[src/rtl/srrb_pkg.sv]
`default_nettype none
// ----------------------------------------------------------------------------
// srrb_pkg: shared types and codes for the session recovery supervisor
// Register map, event and status codes, and the word types carried between
// the register block, the decision engine and the top level.
// ----------------------------------------------------------------------------
package srrb_pkg;

    // configuration port
    localparam int unsigned CFG_ADDR_W = 5;
    localparam int unsigned CFG_DATA_W = 32;
    localparam int unsigned CFG_IDX_W  = 3;

    localparam logic [CFG_IDX_W-1:0] REG_SETTLE_TIME = 3'd0;
    localparam logic [CFG_IDX_W-1:0] REG_FAST_LIMIT  = 3'd1;
    localparam logic [CFG_IDX_W-1:0] REG_FAST_DELAY  = 3'd2;
    localparam logic [CFG_IDX_W-1:0] REG_SLOW_DELAY  = 3'd3;
    localparam logic [CFG_IDX_W-1:0] REG_STABLE_TIME = 3'd4;

    localparam logic [31:0] RST_SETTLE_TIME = 32'd3000;
    localparam logic [7:0]  RST_FAST_LIMIT  = 8'd3;
    localparam logic [31:0] RST_FAST_DELAY  = 32'd5000;
    localparam logic [31:0] RST_SLOW_DELAY  = 32'd60000;
    localparam logic [31:0] RST_STABLE_TIME = 32'd10000;

    // event kinds
    localparam logic [1:0] ACT_PRESENCE = 2'd0;
    localparam logic [1:0] ACT_ATTEMPT  = 2'd1;
    localparam logic [1:0] ACT_OBSERVE  = 2'd2;

    // observed service status
    localparam logic [1:0] STATUS_UNKNOWN = 2'd0;
    localparam logic [1:0] STATUS_ON      = 2'd1;
    localparam logic [1:0] STATUS_OFF     = 2'd2;

    // recovery step answers
    localparam logic [1:0] STEP_WAIT   = 2'd0;
    localparam logic [1:0] STEP_RELOAD = 2'd1;
    localparam logic [1:0] STEP_POLL   = 2'd2;

    typedef struct packed {
        logic [31:0] settle_time;
        logic [7:0]  fast_attempt_limit;
        logic [31:0] fast_retry_delay;
        logic [31:0] slow_retry_delay;
        logic [31:0] stable_time;
    } cfg_t;

    typedef struct packed {
        logic [1:0]  action;
        logic [63:0] now;
        logic        desktop_present;
        logic        session_changed;
        logic        enable_requested;
        logic [1:0]  service_status;
    } item_t;

    typedef struct packed {
        logic [1:0] recovery_step;
        logic       restart_needed;
        logic       attempt_due;
    } result_t;

endpackage
`default_nettype wire

[src/rtl/srrb_if.sv]
`default_nettype none
// ----------------------------------------------------------------------------
// srrb_if: event and result channels
// Valid/ready channels; a word moves on a rising edge with valid and ready high.
// ----------------------------------------------------------------------------
interface srrb_in_if;
    logic        valid;
    logic        ready;
    logic [1:0]  action;
    logic [63:0] now;
    logic        desktop_present;
    logic        session_changed;
    logic        enable_requested;
    logic [1:0]  service_status;

    modport source (
        output valid, action, now, desktop_present, session_changed,
               enable_requested, service_status,
        input  ready
    );
    modport sink (
        input  valid, action, now, desktop_present, session_changed,
               enable_requested, service_status,
        output ready
    );
endinterface

interface srrb_out_if;
    logic       valid;
    logic       ready;
    logic [1:0] recovery_step;
    logic       restart_needed;
    logic       attempt_due;

    modport source (
        output valid, recovery_step, restart_needed, attempt_due,
        input  ready
    );
    modport sink (
        input  valid, recovery_step, restart_needed, attempt_due,
        output ready
    );
endinterface
`default_nettype wire

[src/rtl/srrb_cfg_regs.sv]
`default_nettype none
// ----------------------------------------------------------------------------
// srrb_cfg_regs: configuration register block
// APB-style slave holding the five timing and limit registers.
// ----------------------------------------------------------------------------
module srrb_cfg_regs (
    input  wire logic                               clk,
    input  wire logic                               rst_n,
    input  wire logic                               psel,
    input  wire logic                               penable,
    input  wire logic                               pwrite,
    input  wire logic [srrb_pkg::CFG_ADDR_W-1:0]    paddr,
    input  wire logic [srrb_pkg::CFG_DATA_W-1:0]    pwdata,
    output logic      [srrb_pkg::CFG_DATA_W-1:0]    prdata,
    output logic                                    pready,
    output srrb_pkg::cfg_t                          cfg
);

    srrb_pkg::cfg_t                   cfg_reg;
    logic                             wr_en;
    logic [srrb_pkg::CFG_IDX_W-1:0]   idx;

    assign pready = 1'b1;
    assign wr_en  = psel && penable && pwrite;
    assign idx    = paddr[srrb_pkg::CFG_ADDR_W-1:2];
    assign cfg    = cfg_reg;

    // register write
    always_ff @(posedge clk or negedge rst_n)
    begin
        if (!rst_n)
        begin
            cfg_reg.settle_time        <= srrb_pkg::RST_SETTLE_TIME;
            cfg_reg.fast_attempt_limit <= srrb_pkg::RST_FAST_LIMIT;
            cfg_reg.fast_retry_delay   <= srrb_pkg::RST_FAST_DELAY;
            cfg_reg.slow_retry_delay   <= srrb_pkg::RST_SLOW_DELAY;
            cfg_reg.stable_time        <= srrb_pkg::RST_STABLE_TIME;
        end
        else if (wr_en)
        begin
            unique case (idx)
                srrb_pkg::REG_SETTLE_TIME: cfg_reg.settle_time        <= pwdata;
                srrb_pkg::REG_FAST_LIMIT:  cfg_reg.fast_attempt_limit <= pwdata[7:0];
                srrb_pkg::REG_FAST_DELAY:  cfg_reg.fast_retry_delay   <= pwdata;
                srrb_pkg::REG_SLOW_DELAY:  cfg_reg.slow_retry_delay   <= pwdata;
                srrb_pkg::REG_STABLE_TIME: cfg_reg.stable_time        <= pwdata;
                default: ;
            endcase
        end
    end

    // read back
    always_comb
    begin
        unique case (idx)
            srrb_pkg::REG_SETTLE_TIME: prdata = cfg_reg.settle_time;
            srrb_pkg::REG_FAST_LIMIT:  prdata = {24'd0, cfg_reg.fast_attempt_limit};
            srrb_pkg::REG_FAST_DELAY:  prdata = cfg_reg.fast_retry_delay;
            srrb_pkg::REG_SLOW_DELAY:  prdata = cfg_reg.slow_retry_delay;
            srrb_pkg::REG_STABLE_TIME: prdata = cfg_reg.stable_time;
            default:                   prdata = '0;
        endcase
    end

endmodule
`default_nettype wire

[src/rtl/srrb_engine.sv]
`default_nettype none
// ----------------------------------------------------------------------------
// srrb_engine: recovery decision engine
// Holds the supervisor state and works out one event per cycle while fire is high.
// ----------------------------------------------------------------------------
module srrb_engine (
    input  wire logic               clk,
    input  wire logic               rst_n,
    input  wire logic               fire,
    input  wire srrb_pkg::item_t    item,
    input  wire srrb_pkg::cfg_t     cfg,
    output srrb_pkg::result_t       res
);

    logic [7:0]  attempt_count_reg,     attempt_count_next;
    logic [63:0] next_attempt_time_reg, next_attempt_time_next;
    logic [63:0] settle_end_time_reg,   settle_end_time_next;
    logic [63:0] on_since_time_reg,     on_since_time_next;
    logic        waiting_enable_reg,    waiting_enable_next;
    logic        waiting_disable_reg,   waiting_disable_next;
    logic        desktop_seen_reg,      desktop_seen_next;
    logic        reload_owed_reg,       reload_owed_next;
    logic        was_on_reg,            was_on_next;
    logic        tracking_on_reg,       tracking_on_next;

    // state register
    always_ff @(posedge clk or negedge rst_n)
    begin
        if (!rst_n)
        begin
            attempt_count_reg     <= '0;
            next_attempt_time_reg <= '0;
            settle_end_time_reg   <= '0;
            on_since_time_reg     <= '0;
            waiting_enable_reg    <= 1'b0;
            waiting_disable_reg   <= 1'b0;
            desktop_seen_reg      <= 1'b0;
            reload_owed_reg       <= 1'b0;
            was_on_reg            <= 1'b0;
            tracking_on_reg       <= 1'b0;
        end
        else if (fire)
        begin
            attempt_count_reg     <= attempt_count_next;
            next_attempt_time_reg <= next_attempt_time_next;
            settle_end_time_reg   <= settle_end_time_next;
            on_since_time_reg     <= on_since_time_next;
            waiting_enable_reg    <= waiting_enable_next;
            waiting_disable_reg   <= waiting_disable_next;
            desktop_seen_reg      <= desktop_seen_next;
            reload_owed_reg       <= reload_owed_next;
            was_on_reg            <= was_on_next;
            tracking_on_reg       <= tracking_on_next;
        end
    end

    // event decision
    always_comb
    begin
        logic        fresh;
        logic        use_fast;
        logic        stopped;
        logic        failed;
        logic [63:0] on_elapsed;

        attempt_count_next     = attempt_count_reg;
        next_attempt_time_next = next_attempt_time_reg;
        settle_end_time_next   = settle_end_time_reg;
        on_since_time_next     = on_since_time_reg;
        waiting_enable_next    = waiting_enable_reg;
        waiting_disable_next   = waiting_disable_reg;
        desktop_seen_next      = desktop_seen_reg;
        reload_owed_next       = reload_owed_reg;
        was_on_next            = was_on_reg;
        tracking_on_next       = tracking_on_reg;
        res.recovery_step      = srrb_pkg::STEP_WAIT;
        res.restart_needed     = 1'b0;
        fresh                  = 1'b0;
        use_fast               = 1'b0;
        stopped                = 1'b0;
        failed                 = 1'b0;
        on_elapsed             = '0;

        case (item.action)
            srrb_pkg::ACT_PRESENCE:
            begin
                if (!item.desktop_present)
                begin
                    // desktop gone: forget attempts, presence and on tracking; a reload is owed
                    desktop_seen_next      = 1'b0;
                    reload_owed_next       = 1'b1;
                    attempt_count_next     = '0;
                    next_attempt_time_next = '0;
                    waiting_enable_next    = 1'b0;
                    waiting_disable_next   = 1'b0;
                    was_on_next            = 1'b0;
                    tracking_on_next       = 1'b0;
                end
                else
                begin
                    // appeared or session changed: open a settle window
                    if (!desktop_seen_reg || item.session_changed)
                    begin
                        fresh                = !desktop_seen_reg;
                        desktop_seen_next    = 1'b1;
                        reload_owed_next     = 1'b1;
                        settle_end_time_next = item.now + {32'd0, cfg.settle_time};
                        tracking_on_next     = 1'b0;
                        if (fresh)
                        begin
                            attempt_count_next     = '0;
                            next_attempt_time_next = '0;
                            waiting_enable_next    = 1'b0;
                            waiting_disable_next   = 1'b0;
                        end
                    end
                    if (item.now < settle_end_time_next)
                        res.recovery_step = srrb_pkg::STEP_WAIT;
                    else if (reload_owed_next)
                    begin
                        reload_owed_next  = 1'b0;
                        res.recovery_step = srrb_pkg::STEP_RELOAD;
                    end
                    else
                        res.recovery_step = srrb_pkg::STEP_POLL;
                end
            end

            srrb_pkg::ACT_ATTEMPT:
            begin
                // count up to the fast limit, then back off
                if (attempt_count_reg < cfg.fast_attempt_limit)
                    attempt_count_next = attempt_count_reg + 8'd1;
                use_fast = attempt_count_next < cfg.fast_attempt_limit;
                next_attempt_time_next = item.now + {32'd0, use_fast ?
                                         cfg.fast_retry_delay : cfg.slow_retry_delay};
                waiting_enable_next  = item.enable_requested;
                waiting_disable_next = !item.enable_requested;
            end

            srrb_pkg::ACT_OBSERVE:
            begin
                if (item.service_status == srrb_pkg::STATUS_ON)
                begin
                    was_on_next = 1'b1;
                    if (!tracking_on_reg)
                    begin
                        tracking_on_next   = 1'b1;
                        on_since_time_next = item.now;
                    end
                    on_elapsed = item.now - on_since_time_next;
                    // stably on: attempts no longer needed
                    if (!waiting_disable_reg && on_elapsed >= {32'd0, cfg.stable_time})
                    begin
                        attempt_count_next     = '0;
                        next_attempt_time_next = '0;
                        waiting_enable_next    = 1'b0;
                        waiting_disable_next   = 1'b0;
                    end
                end
                else if (item.service_status == srrb_pkg::STATUS_OFF)
                begin
                    stopped = was_on_reg && !waiting_disable_reg;
                    failed  = waiting_enable_reg && (item.now >= next_attempt_time_reg);
                    was_on_next      = 1'b0;
                    tracking_on_next = 1'b0;
                    if (waiting_disable_reg)
                    begin
                        attempt_count_next     = '0;
                        next_attempt_time_next = '0;
                        waiting_enable_next    = 1'b0;
                        waiting_disable_next   = 1'b0;
                    end
                    res.restart_needed = stopped || failed;
                end
                else
                    // unknown, and the unused code
                    tracking_on_next = 1'b0;
            end

            default: ;
        endcase

        res.attempt_due = desktop_seen_next && (item.now >= settle_end_time_next)
                          && (item.now >= next_attempt_time_next);
    end

    // checks
    a_absent_clears: assert property (@(posedge clk) disable iff (!rst_n)
        fire && item.action == srrb_pkg::ACT_PRESENCE && !item.desktop_present
        |=> !desktop_seen_reg && attempt_count_reg == 8'd0 && !tracking_on_reg)
        else $error("absent desktop did not clear supervisor state");

    a_attempt_waits: assert property (@(posedge clk) disable iff (!rst_n)
        fire && item.action == srrb_pkg::ACT_ATTEMPT
        |=> waiting_enable_reg != waiting_disable_reg)
        else $error("recorded attempt left no single pending direction");

    a_wait_exclusive: assert property (@(posedge clk) disable iff (!rst_n)
        !(waiting_enable_reg && waiting_disable_reg))
        else $error("waiting for enable and disable at once");

    a_hold_idle: assert property (@(posedge clk) disable iff (!rst_n)
        !fire |=> $stable(attempt_count_reg) && $stable(next_attempt_time_reg))
        else $error("state moved without an event");

endmodule
`default_nettype wire

[src/rtl/session_recovery_retry_backoff_core.sv]
`default_nettype none
// ----------------------------------------------------------------------------
// session_recovery_retry_backoff_core: recording service recovery supervisor
// Input register, decision engine and result register behind an APB port.
// ----------------------------------------------------------------------------
// One event word is taken every clock cycle unless the result side stalls: the
// event is captured in an input register, the engine updates all supervisor
// state and forms the result as the word advances, and the result sits in an
// output register until taken. The rate is set by the engine's combinational
// state update (a 64-bit time add feeding 64-bit compares); a stalled result
// holds one further event in the input register.
// ----------------------------------------------------------------------------
module session_recovery_retry_backoff_core (
    input  wire logic                               clk,
    input  wire logic                               rst_n,
    input  wire logic                               psel,
    input  wire logic                               penable,
    input  wire logic                               pwrite,
    input  wire logic [srrb_pkg::CFG_ADDR_W-1:0]    paddr,
    input  wire logic [srrb_pkg::CFG_DATA_W-1:0]    pwdata,
    output logic      [srrb_pkg::CFG_DATA_W-1:0]    prdata,
    output logic                                    pready,
    srrb_in_if.sink                                 in_ch,
    srrb_out_if.source                              out_ch
);

    srrb_pkg::cfg_t     cfg;
    srrb_pkg::item_t    in_item_reg;
    srrb_pkg::result_t  out_res_reg;
    srrb_pkg::result_t  res;
    logic               in_valid_reg;
    logic               out_valid_reg;
    logic               advance;
    logic               in_take;

    srrb_cfg_regs u_cfg (
        .clk     (clk),
        .rst_n   (rst_n),
        .psel    (psel),
        .penable (penable),
        .pwrite  (pwrite),
        .paddr   (paddr),
        .pwdata  (pwdata),
        .prdata  (prdata),
        .pready  (pready),
        .cfg     (cfg)
    );

    // handshake
    assign advance     = in_valid_reg && (!out_valid_reg || out_ch.ready);
    assign in_ch.ready = !in_valid_reg || advance;
    assign in_take     = in_ch.valid && in_ch.ready;

    // input register
    always_ff @(posedge clk or negedge rst_n)
    begin
        if (!rst_n)
            in_valid_reg <= 1'b0;
        else if (in_take)
            in_valid_reg <= 1'b1;
        else if (advance)
            in_valid_reg <= 1'b0;
    end

    always_ff @(posedge clk)
    begin
        if (in_take)
        begin
            in_item_reg.action           <= in_ch.action;
            in_item_reg.now              <= in_ch.now;
            in_item_reg.desktop_present  <= in_ch.desktop_present;
            in_item_reg.session_changed  <= in_ch.session_changed;
            in_item_reg.enable_requested <= in_ch.enable_requested;
            in_item_reg.service_status   <= in_ch.service_status;
        end
    end

    srrb_engine u_engine (
        .clk   (clk),
        .rst_n (rst_n),
        .fire  (advance),
        .item  (in_item_reg),
        .cfg   (cfg),
        .res   (res)
    );

    // result register
    always_ff @(posedge clk or negedge rst_n)
    begin
        if (!rst_n)
            out_valid_reg <= 1'b0;
        else if (advance)
            out_valid_reg <= 1'b1;
        else if (out_ch.ready)
            out_valid_reg <= 1'b0;
    end

    always_ff @(posedge clk)
    begin
        if (advance)
            out_res_reg <= res;
    end

    assign out_ch.valid          = out_valid_reg;
    assign out_ch.recovery_step  = out_res_reg.recovery_step;
    assign out_ch.restart_needed = out_res_reg.restart_needed;
    assign out_ch.attempt_due    = out_res_reg.attempt_due;

    // checks
    a_word_moves: assert property (@(posedge clk) disable iff (!rst_n)
        in_valid_reg && !out_valid_reg |=> out_valid_reg)
        else $error("held event word did not reach the result register");

    a_no_drop: assert property (@(posedge clk) disable iff (!rst_n)
        out_valid_reg && !out_ch.ready |=> out_valid_reg && $stable(out_res_reg))
        else $error("stalled result word lost or changed");

    a_full_blocks: assert property (@(posedge clk) disable iff (!rst_n)
        in_valid_reg && out_valid_reg && !out_ch.ready |-> !in_ch.ready)
        else $error("event word taken with both stages full");

endmodule
`default_nettype wire

[src/flat_wrapper.sv]
// flat-port wrapper written by rule: the top's interface ports become plain ports
module session_recovery_retry_backoff_core_flat 
  (clk, rst_n, psel, penable, pwrite, paddr, pwdata, prdata, pready, in_ch_valid, in_ch_action, in_ch_now, in_ch_desktop_present, in_ch_session_changed, in_ch_enable_requested, in_ch_service_status, in_ch_ready, out_ch_valid, out_ch_recovery_step, out_ch_restart_needed, out_ch_attempt_due, out_ch_ready);
  srrb_in_if in_ch_i ();
  srrb_out_if out_ch_i ();
  input  wire logic clk;
  input  wire logic rst_n;
  input  wire logic psel;
  input  wire logic penable;
  input  wire logic pwrite;
  input  wire logic [srrb_pkg::CFG_ADDR_W-1:0] paddr;
  input  wire logic [srrb_pkg::CFG_DATA_W-1:0] pwdata;
  output logic      [srrb_pkg::CFG_DATA_W-1:0] prdata;
  output logic pready;
  input wire logic [$bits(in_ch_i.valid)-1:0] in_ch_valid;
  input wire logic [$bits(in_ch_i.action)-1:0] in_ch_action;
  input wire logic [$bits(in_ch_i.now)-1:0] in_ch_now;
  input wire logic [$bits(in_ch_i.desktop_present)-1:0] in_ch_desktop_present;
  input wire logic [$bits(in_ch_i.session_changed)-1:0] in_ch_session_changed;
  input wire logic [$bits(in_ch_i.enable_requested)-1:0] in_ch_enable_requested;
  input wire logic [$bits(in_ch_i.service_status)-1:0] in_ch_service_status;
  output wire logic [$bits(in_ch_i.ready)-1:0] in_ch_ready;
  output wire logic [$bits(out_ch_i.valid)-1:0] out_ch_valid;
  output wire logic [$bits(out_ch_i.recovery_step)-1:0] out_ch_recovery_step;
  output wire logic [$bits(out_ch_i.restart_needed)-1:0] out_ch_restart_needed;
  output wire logic [$bits(out_ch_i.attempt_due)-1:0] out_ch_attempt_due;
  input wire logic [$bits(out_ch_i.ready)-1:0] out_ch_ready;
  assign in_ch_i.valid = in_ch_valid;
  assign in_ch_i.action = in_ch_action;
  assign in_ch_i.now = in_ch_now;
  assign in_ch_i.desktop_present = in_ch_desktop_present;
  assign in_ch_i.session_changed = in_ch_session_changed;
  assign in_ch_i.enable_requested = in_ch_enable_requested;
  assign in_ch_i.service_status = in_ch_service_status;
  assign in_ch_ready = in_ch_i.ready;
  assign out_ch_valid = out_ch_i.valid;
  assign out_ch_recovery_step = out_ch_i.recovery_step;
  assign out_ch_restart_needed = out_ch_i.restart_needed;
  assign out_ch_attempt_due = out_ch_i.attempt_due;
  assign out_ch_i.ready = out_ch_ready;
  session_recovery_retry_backoff_core u_core (.clk(clk), .rst_n(rst_n), .psel(psel), .penable(penable), .pwrite(pwrite), .paddr(paddr), .pwdata(pwdata), .prdata(prdata), .pready(pready), .in_ch(in_ch_i), .out_ch(out_ch_i));
endmodule
[config.mk]
export PLATFORM = sky130hd
export DESIGN_NAME = session_recovery_retry_backoff_core_flat
export DESIGN_NICKNAME = d
export VERILOG_FILES = /design/src/rtl/srrb_pkg.sv /design/src/rtl/srrb_if.sv /design/src/rtl/srrb_cfg_regs.sv /design/src/rtl/srrb_engine.sv /design/src/rtl/session_recovery_retry_backoff_core.sv /design/src/flat_wrapper.sv
export SDC_FILE = /design/constraint.sdc
export NUM_CORES = 2
export LEC_CHECK = 0
export ABC_AREA = 1
export BUFFER_PORTS_ARGS = -buffer_cell sky130_fd_sc_hd__buf_2
export CAP_MARGIN = 20
export CORE_MARGIN = 8
export CORE_UTILIZATION = 60
export DETAILED_ROUTE_END_ITERATION = 10
export GPL_ROUTABILITY_DRIVEN = 0
export HOLD_SLACK_MARGIN = 0.05
export PLACE_DENSITY = 0.76
export SLEW_MARGIN = 10
export SYNTH_ARGS = -nofsm -noshare
export SYNTH_HDL_FRONTEND = slang
export SYNTH_HIERARCHICAL = 1
export SYNTH_SLANG_ARGS = --single-unit
[constraint.sdc]
create_clock -name clk -period 15.8 [get_ports clk]
set_input_delay 2.37 -clock clk [delete_from_list [all_inputs] [get_ports clk]]
set_output_delay 2.37 -clock clk [all_outputs]
set_load 0.01 [all_outputs]
==> reports/qor.yml <==
vias: 41010
synthCells: 5906
die_y_um: 273
worstHoldEndpoint: "u_core/u_engine/next_attempt_time_reg[56]"
post_cts_buffers: 0
cts_hold_buf: 0
largest_reg_flops: 136
p_sw_share_pct: 44.1
cts-htree-levels: 2
worst_pin_slew_ns: 1.14
hp-start: "u_core/u_engine/next_attempt_time_reg[56]"
drv_slew: 0
clock_skew_ns: 0.0300
insertion_delay_ns: 0.64
track_usage_pct: 35.5
ff2ff_path_depth: 49
path_clk_slew_ns: 0.06
critPathSlowestCell: "a21oi_1"
ys.flop_type: "dfrtp_1"
synthArstFlopShare_pct: 82.1
cp-start-kind: "flop"
grt_overflow: 0
period_minus_slack_ns: 9.60
worst_hold_path_type: "flop to flop"
drc: 1
regToRegEndpoint: "u_core/out_ch.attempt_due"
comb_power_share_pct: 45.1
cts_buffers: 51
die_w_um: 273
violations: "design-rule violations"
reg2reg_slack_ns: 6.20
n_fill_cell: 6000
min_path_cells: 2
syn-num-nets: 6457
grt_pass1_wl_um: 210000
crit_top_cell: "nand2_1"
viasPerCell: 5.97
cts.sinks: 419
critical_path_class: "flop to flop"
switchingPower_mw: 2.27
cts-resized-gates: 0
routed_wl_um: 136000
syn_area_mm2: 0.0396
coreArea_mm2: 0.0655
antenna_cells: 0
r2r-start: "u_core/u_cfg/cfg[97]"
die-area_mm2: 0.0744
relSlewSlack_pct: 22.0
fin_tns_setup_ns: 0
cpPeakStageDelay_ns: 0.68
crit_fanout: 33
drive_gt1_share_pct: 9.65
clock.fmax_ghz: 0.104
critPathRequiredTime_ns: 16.17
ir_worst_vdd_mv: 0.127
grt_max_degree: 88
cts-root-buf: "clkbuf_16"
drtPass1Iterations: 10
row_count: 94
leakage_nw: 21.7
dp_cells: 6776
cp-end-kind: "flop"
syn_avg_cell_area_um2: 6.70
tritoncts: "done"
setup_viol: 0
hold_viol: 0
synth_cell_types: 68
nets: 6518
synth_edf_count: 75
dpl.hpwl_um: 103000
rsz0062_at_grt: "no"
critPathArrivalTime_ns: 9.97
floorplan.initialDensity_pct: 60.4
drv_cap: 0
antenna_found_initial: 1
power.density_mw_per_mm2: 121
first_iter_violations: 5016
pwr-share-clk_pct: 24.8
internal_power_mw: 2.88
port_buffers: 150
min_period_over_period_pct: 60.8
io-pin-count: 154
ys_ff_latch: 419
final_cell_count_no_fill: 6874
wire_per_inst_um: 19.8
grt_pass1_vias: 37666
areaGrowthSynthToFinish_pct: 7.72
status: "finished, violations left"
cts_buffer_depth: 3
yosysWarnings: 6
antenna_left: 0
ys_seq_area_share_pct: 27.5
p_seq_share_pct: 30.1
p_total_mw: 5.15
critical path: cells and delay by family (launching register included):
kind | cells | cell delay [ns]
compound gates | 17 | 3.99
xor+xnor | 1 | 0.16
simple gates | 22 | 2.51
flops | 1 | 0.54
fa+ha+maj | 5 | 1.42
buf+inv | 4 | 0.68
power by group through the flow:
| stage | Combinational, mW | Sequential [mW] | Clock [mW] |
|---|---|---|---|
| final | 2.32 | 1.55 | 1.28 |
| after global routing | 2.59 | 1.57 | 1.33 |
| after global placement | 2.17 | 1.55 | 0 |
| after detailed placement | 2.24 | 1.56 | 0 |
| after CTS | 2.25 | 1.54 | 1.29 |
| after floorplan | 1.63 | 1.48 | 0 |
kinds of logic after synthesis:
kind of cell | share of synthesized area, %
and+or+nand+nor | 33.2
AOI/OAI and AO/OA | 14.0
buffers and inverters | 9.16
adders and majority gates | 13.8
DFF | 27.5
xor gates and xnor gates | 1.28
muxes | 1.04
other | 0.00948
Yosys cell counts (17+ instances only):
library cell	instances	share of area (%)
a211oi_1	23	0.44
a21boi_0	34	0.65
a21oi_1	282	3.6
buf_6	17	0.48
clkbuf_1	124	1.2
dfrtp_1	318	20
dfstp_2	26	1.7
edfxtp_1	75	5.7
ha_1	433	14
inv_1	665	6.3
inv_2	31	0.29
mux2i_1	40	1.0
nand2_1	1795	17
nand2_2	135	2.1
nand3_1	308	3.9
nand4_1	113	1.8
nor2_1	532	5.0
nor3_1	57	0.72
nor4_1	23	0.36
o21a_1	30	0.57
o21ai_0	513	6.5
o21ai_1	30	0.38
o21bai_1	28	0.53
or2_2	32	0.51
xor2_1	50	1.1
through the flow:
| stage | setup slack (ns) | cell area [um2] | hold WS, ns | utilization (%) |
|---|---|---|---|---|
| after detailed placement | 6.63 | 40800 | 0.464 | 62.3 |
| after floorplan | 8.82 | 39600 | 0.442 | - |
| after global placement | 6.71 | 40800 | 0.457 | 62.2 |
| final | 6.20 | 42600 | 0.477 | 65.1 |
| after CTS | 6.58 | 42600 | 0.480 | 65.0 |
| after global routing | 5.73 | 42600 | 0.492 | 65.1 |
cell usage in the layout (no fill, tap or decap), drive strengths merged, types with 7 or more instances in the layout:
master / n
dfrtp: 318
a31oi: 10
clkbuf: 68
xor2: 50
nor2: 559
nor3: 59
buf: 193
a211oi: 23
inv: 702
o21a: 30
a21oi: 285
ha: 433
mux2i: 40
nand3: 319
nand3b: 9
a21o: 8
or2: 35
o211ai: 11
clkinv: 17
dfstp: 26
nand2: 1933
o21bai: 29
o21ai: 546
nor4: 24
o221ai: 7
a21boi: 36
nand4: 113
xnor2: 8
edfxtp: 75
worst max path at each step:
stage	start	to	slack (ns)	depth (start not counted)
2_1_floorplan	u_core/u_cfg/cfg[97]	u_core/out_ch.attempt_due	8.82	48
3_3_place_gp	u_core/u_cfg/cfg[97]	u_core/out_ch.attempt_due	6.71	48
3_5_place_dp	u_core/u_cfg/cfg[97]	u_core/out_ch.attempt_due	6.63	49
4_1_cts	u_core/u_cfg/cfg[97]	u_core/out_ch.attempt_due	6.58	49
5_1_grt	u_core/u_cfg/cfg[97]	u_core/out_ch.attempt_due	5.73	48
6_report	u_core/u_cfg/cfg[97]	u_core/out_ch.attempt_due	6.20	49
layout make-up:
type | instances | area [um2] | area share, %
inverter | 699 | 2630 | 6.17
tap | 864 | 1080 | 2.54
clock inverter | 28 | 343 | 0.804
multi-input combinational | 4603 | 25100 | 58.9
timing repair buffer | 193 | 1080 | 2.52
sequential | 419 | 10900 | 25.6
clock buffer | 68 | 1480 | 3.48
layer usage:
metal  vias to the layer above  wire length, um  global-route usage, %
met5                         -               14                      0
met4                         2             7360                   16.6
met3                       416            17600                   9.27
met2                      2279            56800                   53.2
met1                     18808            54700                   47.6
li1                      19505                -                      -
(Power assumes the default switching activity.)
